===== config.mk =====
export PLATFORM = sky130hd
export DESIGN_NAME = extended_euclid_bezout_core_flat
export DESIGN_NICKNAME = d
export VERILOG_FILES = /design/src/rtl/core/eeb_pkg.sv /design/src/rtl/core/eeb_req_if.sv /design/src/rtl/core/eeb_rsp_if.sv /design/src/rtl/core/eeb_step_unit.sv /design/src/rtl/core/extended_euclid_bezout_core.sv /design/src/flat_wrapper.sv
export VERILOG_INCLUDE_DIRS = /design/src /design/src/rtl/core
export SDC_FILE = /design/constraint.sdc
export NUM_CORES = 1
export LEC_CHECK = 0
export ABC_AREA = 1
export ABC_CLOCK_PERIOD_IN_PS = 11700
export BUFFER_PORTS_ARGS = -buffer_cell sky130_fd_sc_hd__buf_2
export CAP_MARGIN = 20
export CORE_MARGIN = 3
export CORE_UTILIZATION = 55
export CTS_BUF_LIST = sky130_fd_sc_hd__clkbuf_8
export CTS_CLUSTER_SIZE = 8
export DETAILED_ROUTE_END_ITERATION = 7
export PLACE_DENSITY_LB_ADDON = 0.15
export SYNTH_ARGS = -nofsm -noshare
export SYNTH_HDL_FRONTEND = slang
export SYNTH_SLANG_ARGS = --single-unit

===== constraint.sdc =====
create_clock -name clk_i -period 11.7 [get_ports clk_i]
set_clock_uncertainty 0.15 [all_clocks]
set_input_delay 0.585 -clock clk_i [delete_from_list [all_inputs] [get_ports clk_i]]
set_output_delay 0.585 -clock clk_i [all_outputs]
set_load 0.02 [all_outputs]

===== src/rtl/core/extended_euclid_bezout_core_defines.svh =====
// assertion macros for the extended euclid bezout core
`ifndef EXTENDED_EUCLID_BEZOUT_CORE_DEFINES_SVH
`define EXTENDED_EUCLID_BEZOUT_CORE_DEFINES_SVH

`ifndef SYNTHESIS
// clocked property, disabled while reset is active
`define EEB_ASSERT(lbl, clk, rstn, prop) \
  lbl: assert property (@(posedge clk) disable iff (!rstn) (prop)) \
    else $error("assertion failed");
// clocked implication, disabled while reset is active
`define EEB_ASSERT_IMPL(lbl, clk, rstn, ante, cons) \
  lbl: assert property (@(posedge clk) disable iff (!rstn) (ante) |-> (cons)) \
    else $error("assertion failed");
`else
`define EEB_ASSERT(lbl, clk, rstn, prop)
`define EEB_ASSERT_IMPL(lbl, clk, rstn, ante, cons)
`endif

`endif


===== src/rtl/core/eeb_pkg.sv =====
// shared types for the extended euclid bezout core
`default_nettype none

package eeb_pkg;

  // control for one step of the shared divide and accumulate unit
  typedef struct packed {
    logic clear_acc;  // first quotient bit of a round
    logic dvd_bit;    // next dividend bit, msb first
  } eeb_step_ctrl_t;

endpackage

`default_nettype wire


===== src/rtl/core/eeb_req_if.sv =====
// request channel carrying the two operands
`default_nettype none

interface eeb_req_if #(
  parameter int DATA_BITS = 32
);
  logic                   valid;
  logic                   ready;
  logic [DATA_BITS-2:0]   operand_a;
  logic [DATA_BITS-2:0]   operand_b;

  modport source (output valid, output operand_a, output operand_b, input ready);
  modport sink   (input valid, input operand_a, input operand_b, output ready);
endinterface

`default_nettype wire


===== src/rtl/core/eeb_rsp_if.sv =====
// response channel carrying coefficients and gcd
`default_nettype none

interface eeb_rsp_if #(
  parameter int DATA_BITS = 32
);
  logic                         valid;
  logic                         ready;
  logic signed [DATA_BITS-1:0]  coef_x;
  logic signed [DATA_BITS-1:0]  coef_y;
  logic        [DATA_BITS-2:0]  divisor_gcd;

  modport source (output valid, output coef_x, output coef_y, output divisor_gcd,
                  input ready);
  modport sink   (input valid, input coef_x, input coef_y, input divisor_gcd,
                  output ready);
endinterface

`default_nettype wire


===== src/rtl/core/eeb_step_unit.sv =====
// shared restoring divide step with horner accumulation of quotient times coefficient
`default_nettype none

module eeb_step_unit #(
  parameter int DATA_BITS = 32
) (
  input  eeb_pkg::eeb_step_ctrl_t  ctrl_i,
  input  logic [DATA_BITS-2:0]     rem_i,
  input  logic [DATA_BITS-2:0]     dvsr_i,
  input  logic [DATA_BITS-1:0]     xc_i,
  input  logic [DATA_BITS-1:0]     yc_i,
  input  logic [DATA_BITS-1:0]     tx_i,
  input  logic [DATA_BITS-1:0]     ty_i,
  output logic [DATA_BITS-2:0]     rem_o,
  output logic [DATA_BITS-1:0]     tx_o,
  output logic [DATA_BITS-1:0]     ty_o
);
  import eeb_pkg::*;

  localparam int OperW = DATA_BITS - 1;

  logic [OperW:0]   trial;
  logic [OperW+1:0] diff;
  logic             qbit;
  logic [DATA_BITS-1:0] tx_base;
  logic [DATA_BITS-1:0] ty_base;

  // remainder stays below the divisor, so the trial fits one extra bit
  assign trial = {rem_i, ctrl_i.dvd_bit};
  assign diff  = {1'b0, trial} - {2'b00, dvsr_i};
  assign qbit  = ~diff[OperW+1];
  assign rem_o = qbit ? diff[OperW-1:0] : trial[OperW-1:0];

  // t = 2t + qbit * c, modulo 2^DATA_BITS
  assign tx_base = ctrl_i.clear_acc ? '0 : {tx_i[DATA_BITS-2:0], 1'b0};
  assign ty_base = ctrl_i.clear_acc ? '0 : {ty_i[DATA_BITS-2:0], 1'b0};
  assign tx_o    = tx_base + (qbit ? xc_i : '0);
  assign ty_o    = ty_base + (qbit ? yc_i : '0);

endmodule

`default_nettype wire


===== src/rtl/core/extended_euclid_bezout_core.sv =====
// top level of the extended euclid bezout core: sequencer, round registers, result register
`default_nettype none

// Computes gcd(a,b) and Bezout coefficients x, y with a*x + b*y = gcd(a,b) for
// two unsigned DATA_BITS-1 bit operands; x and y come out as DATA_BITS bit two's
// complement. When b is zero the result is x=1, y=0, gcd=a. The block takes one
// request at a time: request ready is high only while the sequencer is idle. A
// request runs R Euclid division rounds (zero when b is zero, at most about 45
// for 31 bit operands). Each round steps through the dividend bits msb first in
// one shared restoring divide step, which also builds quotient times the current
// coefficients bit by bit, and then rotates remainders and coefficients. Results
// sit in an output register, so a new request is taken while a finished result
// still waits to be collected.

`include "extended_euclid_bezout_core_defines.svh"

module extended_euclid_bezout_core #(
  parameter int DATA_BITS = 32
) (
  input  logic              clk_i,
  input  logic              rst_ni,
  eeb_req_if.sink           req_i,
  eeb_rsp_if.source         rsp_o
);
  import eeb_pkg::*;

  localparam int OperW = DATA_BITS - 1;
  localparam int CntW  = $clog2(OperW);
  localparam logic [CntW-1:0] CntLast = CntW'(OperW - 1);

  typedef enum logic [1:0] {
    ST_IDLE,
    ST_DIV,
    ST_UPDATE,
    ST_FINISH
  } state_e;

  state_e          state_q;
  logic [CntW-1:0] cnt_q;
  logic            rsp_valid_q;

  // remainder sequence: prev is the dividend, cur the divisor of the round
  logic [OperW-1:0]     prev_q, cur_q, rem_q, dvd_q;
  // coefficient pairs, kept modulo 2^DATA_BITS
  logic [DATA_BITS-1:0] xp_q, xc_q, yp_q, yc_q;
  // running quotient times current coefficient
  logic [DATA_BITS-1:0] tx_q, ty_q;
  // result register
  logic [DATA_BITS-1:0] coef_x_q, coef_y_q;
  logic [OperW-1:0]     gcd_q;

  logic [OperW-1:0]     rem_nx;
  logic [DATA_BITS-1:0] tx_nx, ty_nx;
  eeb_step_ctrl_t       step_ctrl;
  logic                 req_fire;
  logic                 out_free;

  assign req_i.ready = (state_q == ST_IDLE);
  assign req_fire    = req_i.valid & req_i.ready;
  // result register can take a new result this cycle
  assign out_free    = ~rsp_valid_q | rsp_o.ready;

  assign step_ctrl.clear_acc = (cnt_q == '0);
  assign step_ctrl.dvd_bit   = dvd_q[OperW-1];

  eeb_step_unit #(
    .DATA_BITS (DATA_BITS)
  ) u_step (
    .ctrl_i (step_ctrl),
    .rem_i  (rem_q),
    .dvsr_i (cur_q),
    .xc_i   (xc_q),
    .yc_i   (yc_q),
    .tx_i   (tx_q),
    .ty_i   (ty_q),
    .rem_o  (rem_nx),
    .tx_o   (tx_nx),
    .ty_o   (ty_nx)
  );

  // sequencer and response valid
  always_ff @(posedge clk_i or negedge rst_ni) begin
    if (!rst_ni) begin
      state_q     <= ST_IDLE;
      cnt_q       <= '0;
      rsp_valid_q <= 1'b0;
    end else begin
      case (state_q)
        ST_IDLE: begin
          cnt_q <= '0;
          if (req_fire) begin
            // b of zero skips all division rounds
            state_q <= (req_i.operand_b == '0) ? ST_FINISH : ST_DIV;
          end
        end
        ST_DIV: begin
          cnt_q <= cnt_q + 1'b1;
          if (cnt_q == CntLast) begin
            state_q <= ST_UPDATE;
          end
        end
        ST_UPDATE: begin
          cnt_q   <= '0;
          // a zero remainder ends the sequence
          state_q <= (rem_q == '0) ? ST_FINISH : ST_DIV;
        end
        ST_FINISH: begin
          if (out_free) begin
            state_q <= ST_IDLE;
          end
        end
        default: begin
          state_q <= ST_IDLE;
        end
      endcase

      if ((state_q == ST_FINISH) && out_free) begin
        rsp_valid_q <= 1'b1;
      end else if (rsp_o.ready) begin
        rsp_valid_q <= 1'b0;
      end
    end
  end

  // datapath registers
  always_ff @(posedge clk_i) begin
    case (state_q)
      ST_IDLE: begin
        if (req_fire) begin
          prev_q <= req_i.operand_a;
          cur_q  <= req_i.operand_b;
          xp_q   <= DATA_BITS'(1);
          xc_q   <= '0;
          yp_q   <= '0;
          yc_q   <= DATA_BITS'(1);
          rem_q  <= '0;
          dvd_q  <= req_i.operand_a;
        end
      end
      ST_DIV: begin
        // one quotient bit per cycle, msb first
        rem_q <= rem_nx;
        dvd_q <= {dvd_q[OperW-2:0], 1'b0};
        tx_q  <= tx_nx;
        ty_q  <= ty_nx;
      end
      ST_UPDATE: begin
        // shift the remainder sequence and coefficient pairs by one round
        prev_q <= cur_q;
        cur_q  <= rem_q;
        xp_q   <= xc_q;
        xc_q   <= xp_q - tx_q;
        yp_q   <= yc_q;
        yc_q   <= yp_q - ty_q;
        rem_q  <= '0;
        dvd_q  <= cur_q;
      end
      ST_FINISH: begin
        if (out_free) begin
          coef_x_q <= xp_q;
          coef_y_q <= yp_q;
          gcd_q    <= prev_q;
        end
      end
      default: begin
      end
    endcase
  end

  assign rsp_o.valid       = rsp_valid_q;
  assign rsp_o.coef_x      = $signed(coef_x_q);
  assign rsp_o.coef_y      = $signed(coef_y_q);
  assign rsp_o.divisor_gcd = gcd_q;

  // divide rounds only run with a non-zero divisor
  `EEB_ASSERT_IMPL(a_div_nonzero, clk_i, rst_ni, state_q == ST_DIV, cur_q != '0)
  // partial remainder stays below the divisor
  `EEB_ASSERT_IMPL(a_rem_below, clk_i, rst_ni, state_q == ST_DIV, rem_q < cur_q)
  // step counter never passes the last dividend bit
  `EEB_ASSERT_IMPL(a_cnt_range, clk_i, rst_ni, state_q == ST_DIV, cnt_q <= CntLast)
  // a new result only appears out of the finish step
  `EEB_ASSERT_IMPL(a_rsp_src, clk_i, rst_ni, $rose(rsp_valid_q), $past(state_q == ST_FINISH))
  // bezout coefficients are never both zero
  `EEB_ASSERT_IMPL(a_coef_nz, clk_i, rst_ni, rsp_valid_q, coef_x_q != '0 || coef_y_q != '0)

endmodule

`default_nettype wire


===== src/flat_wrapper.sv =====
// flat-port wrapper written by rule: the top's interface ports become plain ports
module extended_euclid_bezout_core_flat import eeb_pkg::*;
#(
  parameter int DATA_BITS = 32
)
  (clk_i, rst_ni, req_i_valid, req_i_operand_a, req_i_operand_b, req_i_ready, rsp_o_valid, rsp_o_coef_x, rsp_o_coef_y, rsp_o_divisor_gcd, rsp_o_ready);
  eeb_req_if #(.DATA_BITS(DATA_BITS)) req_i_i ();
  eeb_rsp_if #(.DATA_BITS(DATA_BITS)) rsp_o_i ();
  input  logic clk_i;
  input  logic rst_ni;
  input wire logic [$bits(req_i_i.valid)-1:0] req_i_valid;
  input wire logic [$bits(req_i_i.operand_a)-1:0] req_i_operand_a;
  input wire logic [$bits(req_i_i.operand_b)-1:0] req_i_operand_b;
  output wire logic [$bits(req_i_i.ready)-1:0] req_i_ready;
  output wire logic [$bits(rsp_o_i.valid)-1:0] rsp_o_valid;
  output wire logic [$bits(rsp_o_i.coef_x)-1:0] rsp_o_coef_x;
  output wire logic [$bits(rsp_o_i.coef_y)-1:0] rsp_o_coef_y;
  output wire logic [$bits(rsp_o_i.divisor_gcd)-1:0] rsp_o_divisor_gcd;
  input wire logic [$bits(rsp_o_i.ready)-1:0] rsp_o_ready;
  assign req_i_i.valid = req_i_valid;
  assign req_i_i.operand_a = req_i_operand_a;
  assign req_i_i.operand_b = req_i_operand_b;
  assign req_i_ready = req_i_i.ready;
  assign rsp_o_valid = rsp_o_i.valid;
  assign rsp_o_coef_x = rsp_o_i.coef_x;
  assign rsp_o_coef_y = rsp_o_i.coef_y;
  assign rsp_o_divisor_gcd = rsp_o_i.divisor_gcd;
  assign rsp_o_i.ready = rsp_o_ready;
  extended_euclid_bezout_core #(.DATA_BITS(DATA_BITS)) u_core (.clk_i(clk_i), .rst_ni(rst_ni), .req_i(req_i_i), .rsp_o(rsp_o_i));
endmodule

* After elaboration in Yosys (flattened, before gate mapping)
Cells that the tools add are included.
Storage, ports and cells: register bits 419, bits of input ports 66, output and inout bits 97, logic and storage cells 73
Cells by class: add/subtract/negate cells 6, eq/ne operators 7, mux-type cells 27, bitwise operators 3, reductions and logical operators 14
Operator list (number):
- 32-bit one-hot mux with 2 select lines | 4
- 32-bit two-way mux | 6
- 31-bit one-hot mux with 3 select lines | 2
- 31-bit two-way mux | 4
- 31-bit one-hot mux with 2 select lines | 2
- 32-bit adder | 2
- 32-bit subtractor | 2
- 31-bit logical NOT | 2
- 32-bit by 31-bit subtractor with 33-bit output | 1
- 2-bit two-way mux | 5
- 5-bit one-hot mux with 2 select lines | 1
- 2-bit one-hot mux with 4 select lines | 1
- 2-bit AND reduction | 3
- 2-bit nonzero test | 3
- 5-bit by 1-bit adder with 5-bit output (second input constant) | 1
- 5-bit equality test (second input constant) | 1
- 5-bit logical NOT | 1
- 2-bit equality test (second input constant) | 2
- 2-bit by 1-bit inequality test with 1-bit output (second input constant) | 2
- 3-bit AND reduction | 1
- 3-bit nonzero test | 1
- 2-bit by 1-bit equality test with 1-bit output (second input constant) | 1
- 2-bit logical NOT | 1
- 1-bit two-way mux | 2
- 6 further kinds | 6

* Depth between registers and ports, before layout
depth after elaboration 4, depth in mapped cells 29, depth with buffers taken out 27

* Hierarchy
A second synthesis with hierarchy kept.
Second synthesis, totals: cells, all modules 3518, area, all modules 27338.7 µm²
Modules (own cells, without submodules):
- extended_euclid_bezout_core | instances 1, cells an instance 2152, area each 20395.8 µm², seq. area each 12542.0 µm²
- eeb_step_unit | instances 1, cells an instance 1366, area each 6942.9 µm², seq. area each 0.0 µm²

* Worst setup path before layout
Ideal clock, no wire load.
path kind reg-to-reg, start reg u_core.state_q[0], end reg u_core.cur_q[0], enable pin, library setup time 0.745 ns, arrival time 8.890 ns, data required time 10.805 ns, setup slack 1.915 ns, stages on the path, launching flop included 6, buffers on the path 1, clock period less this slack 9.785 ns, cells stage by stage dfrtp_1 -> inv_1 -> ha_1 -> clkbuf_1 -> nor2_1 -> nor2_1
Between the ends: longest elaborated chain between the ends 4, elaborated cells on any way between the ends 6, those cells by class eq/ne: 2; bitwise: 1; reduce/logical: 3
RTL lines:
- from (decl) | line extended_euclid_bezout_core.sv:38 | state_e state_q;
- from (signal assigned) | line extended_euclid_bezout_core.sv:93 | state_q <= (req_i.operand_b == '0) ? ST_FINISH : ST_DIV;
- from (signal assigned) | line extended_euclid_bezout_core.sv:105 | state_q <= (rem_q == '0) ? ST_FINISH : ST_DIV;
- 2-bit logical NOT | line extended_euclid_bezout_core.sv:58, extended_euclid_bezout_core.sv:127
- 1-bit bitwise AND | line extended_euclid_bezout_core.sv:59 | assign req_fire = req_i.valid & req_i.ready;
- 2-bit inequality test (no line)
- 2-bit AND reduction (no line) *
- to (signal assigned) | line extended_euclid_bezout_core.sv:131 | cur_q <= req_i.operand_b;
- to (signal assigned) | line extended_euclid_bezout_core.sv:150 | cur_q <= rem_q;
- to (decl) | line extended_euclid_bezout_core.sv:43 | logic [OperW-1:0] prev_q, cur_q, rem_q, dvd_q;
Mark *: on every way between the ends. The rest lies on a longest branch, timed or not. A chain may end at the register's enable or synchronous reset.

* Worst setup path after layout
start reg u_core.rem_q[21], end reg u_core.tx_q[29] (data pin)
Between the ends: longest elaborated chain between the ends 3
RTL lines:
- from (decl) | line extended_euclid_bezout_core.sv:43
- from (signal assigned) | line extended_euclid_bezout_core.sv:142 | rem_q <= rem_nx;
- 32-bit by 31-bit subtractor with 33-bit output | line eeb_step_unit.sv:30 | assign diff = {1'b0, trial} - {2'b00, dvsr_i};
- 32-bit two-way mux | line eeb_step_unit.sv:37 | assign tx_o = tx_base + (qbit ? xc_i : '0);
- 32-bit adder | line eeb_step_unit.sv:37
- via u_core.tx_nx[29] | line extended_euclid_bezout_core.sv:53 | logic [DATA_BITS-1:0] tx_nx, ty_nx;
- to (signal assigned) | line extended_euclid_bezout_core.sv:144 | tx_q <= tx_nx;
- to (decl) | line extended_euclid_bezout_core.sv:47 | logic [DATA_BITS-1:0] tx_q, ty_q;
The timed path passes the listed nets, and every way through them passes these cells.

==> flow_metrics.tcl <==
set metrics [dict create \
    synthSimpleGateAreaFrac_pct 24.0 \
    clk_path_buf_depth 3 \
    rsz0062_at_grt "no" \
    synth_area_sq_um 26000 \
    netlist_instances 3174 \
    dp_hpwl_mm 53.4 \
    core_sq_um 46700 \
    tightest_slew_ps 1080 \
    drive_above_1_share_pct 10.5 \
    synth_adder_area_share_pct 8.12 \
    setup_viol 0 \
    start_util_pct 55.8 \
    drtAntennaViolNets 0 \
    placed_area_sq_um 27500 \
    dieArea_sq_um 50000 \
    syn_nets 3406 \
    synthMuxAreaShare_pct 0 \
    critPathKind "reg2reg" \
    clkLatencyLatePin_ps 670 \
    fillers 4109 \
    finalHoldWorstSlack_ps 65.0 \
    final.setup.tns_ps 0 \
    fmax_ghz 0.183 \
    synth_top_area_share_pct 47.4 \
    grt_pass1_vias 21469 \
    postLayoutCoreUtil_pct 62.1 \
    vias 22176 \
    outcome "finished clean" \
    synthXorXnorAreaFrac_pct 2.19 \
    place_congestion 0.999 \
    areaGrowthSynthToFinish_pct 11.2 \
    crit_fanout 67 \
    diodes 0 \
    synth_area_leaders "edfxtp_1 (47%), nand2_1 (13%), ha_1 (7.7%)" \
    period_share_pct 46.7 \
    synth_top_family_by_area "simple AND/OR/NAND/NOR gates" \
    cts.sinks 419 \
    yosysMostFrequentCell "nand2_1" \
    grt_max_degree 133 \
    root_buffer "clkbuf_8" \
    io_pins 163 \
    vias_per_cell 5.49 \
    synth_cell_types 45 \
    yosys_warnings 0 \
    port-buffer-count 162 \
    yosysSeqAreaShare_pct 48.1 \
    fin_crit_ps 5460 \
    grt_pass1_wl_mm 113 \
    routedWlPerCell_microns 17.8 \
    final_nets 3602 \
    worstHoldStart "req_i_operand_a[12]" \
    startpoint_type "flip-flop" \
    post_cts_buffers 0 \
    drc 0 \
    antenna_found_initial 0 \
    cp.arrival_ps 5720 \
    worstPathRequired_ps 11960 \
    cp-startpoint "u_core.rem_q[21]$_SDFFCE_PN0P_" \
    yosysTopAreaCell "edfxtp_1" \
    firstDrtPassIters 6 \
    path_clk_slew_ps 60 \
    cts_buffers 77 \
    synthArstFlopShare_pct 1.91 \
    synthTopCellsByCount "nand2_1 (881), inv_1 (462), edfxtp_1 (411), nor2_1 (368), a21oi_1 (244)" \
    drv_cap 0 \
    dieWidth_microns 224 \
    synth_compound_area_share_pct 9.72 \
    initialDrtViolationCount 2000 \
    post-route-cell-area_sq_um 29000 \
    synth_edf_count 411 \
    row_count 79 \
    slew_headroom_pct 27.8 \
    ys_seq_elements 419 \
    routed_wl_mm 71.7 \
    grt_use_total_pct 28.4 \
    ys.flop_type "edfxtp_1" \
    worst_setup_path_end_kind "flip-flop" \
    dieHeight_microns 224 \
    finalMaxSlewViolations 0 \
    hold_class "in2reg" \
    r2r-start "u_core.rem_q[21]$_SDFFCE_PN0P_" \
    final_hold_viol_count 0 \
    cts_max_level 3 \
    grt_overflow 0 \
    cts_tree "built" \
    postSynthAreaPerCell_sq_um 8.21 \
]
[worst max-delay path: stages, from the launching register on]
cell	delay, ps
edfxtp_1	450
ha_1	390
nand2_1	120
inv_1	60
a21oi_1	210
nand2_1	110
a21oi_1	230
nand2_4	410
inv_4	490
buf_4	700
nor2_2	50
ha_1	250
fa_1	400
nand2_1	80
nand2_1	60
nand3b_1	80
nand2_1	140
a21boi_1	300
o21bai_1	180
nand2_1	110
nand2_1	60
nand2_1	70
nand2_1	50
[sequential cells by signal, summed over array words and instances (netlist names), 32 cells and up]
register             flops
u_core.rsp_o.coef_x     32
u_core.rsp_o.coef_y     32
u_core.tx_q             32
u_core.ty_q             32
u_core.xc_q             32
u_core.xp_q             32
u_core.yc_q             32
u_core.yp_q             32
[what timing repair did]
action / 4_1_cts / 5_1_grt
resized for setup: 0 / 0
endpoints found under the hold margin: 11 / 0
hold buffers: 4 / 0
[cell families (layout without fill, tap and decap cells)]
| logic type | count (synthesis) | count (layout) |
|---|---|---|
| xor+xnor | 65 | 65 |
| buf+inv | 526 | 784 |
| simple gates | 1527 | 1527 |
| fa+ha+maj | 166 | 166 |
| flops | 419 | 419 |
| compound gates | 471 | 471 |
[per-stage QoR]
step | setup WS, ps | std cells
2_1_floorplan | 1910 | 3174
3_3_place_gp | 6470 | 3893
3_5_place_dp | 6320 | 3893
4_1_cts | 6280 | 4038
5_1_grt | 5780 | 4039
6_report | 6240 | 4039
[layer usage]
| metal | track usage, % | vias up | part of all wire (%) |
|---|---|---|---|
| met1 | 40.1 | 10325 | 45 |
| met4 | 10.2 | 0 | 3.3 |
| met2 | 45.0 | 814 | 45 |
| li1 | - | 10879 | - |
| met3 | 4.38 | 158 | 6.5 |
| met5 | 0 | - | 0 |
[layout make-up]
| cell class | count | area, sq um | area share (%) |
|---|---|---|---|
| clock buffer | 78 | 1070 | 3.70 |
| sequential | 419 | 12500 | 43.3 |
| clock inverter | 63 | 377 | 1.30 |
| timing repair buffer | 178 | 966 | 3.33 |
| tap | 607 | 759 | 2.62 |
| inverter | 465 | 1750 | 6.03 |
| multi-input combinational | 2229 | 11500 | 39.7 |
[cells in the final DEF, fill, tap and decap left out, drive strengths merged, types with 2 or more instances in the layout]
cell type	synthesis	routed
nand2	886	886
a31oi	33	33
o22ai	4	4
o21ai	141	141
nor4	23	23
or2	5	5
fa	5	5
bufinv	0	3
buf	15	174
clkinvlp	0	2
and2	2	2
nand3b	3	3
a21boi	2	2
xnor2	22	22
edfxtp	411	411
dfrtp	8	8
o211ai	2	2
a21o	6	6
xor2	43	43
dlygate4sd3	0	4
ha	161	161
nand4	16	16
a21oi	245	245
o21bai	18	18
clkinv	0	34
clkbuf	46	78
nor3	46	46
inv	465	489
o21a	17	17
nor2	428	428
nand3	118	118
[worst paths after layout]
check	to	slack [ps]	cells after the start
worst max-delay path	u_core.tx_q[29]$_DFFE_PP_	6240	22
worst min-delay path	u_core.prev_q[12]$_DFFE_PP_	70	3
worst max register to register	u_core.tx_q[29]$_DFFE_PP_	6240	22
worst min register to register	u_core.rsp_o.divisor_gcd[0]$_DFFE_PP_	250	0
max in group asynchronous	u_core.cnt_q[2]$_DFFE_PN0P_	11060	2
min in group asynchronous	u_core.cnt_q[0]$_DFFE_PN0P_	160	2
Power is left out: the tool's default activity adds up to more than one toggle a clock period on the data nets, which glitch-free logic cannot reach.
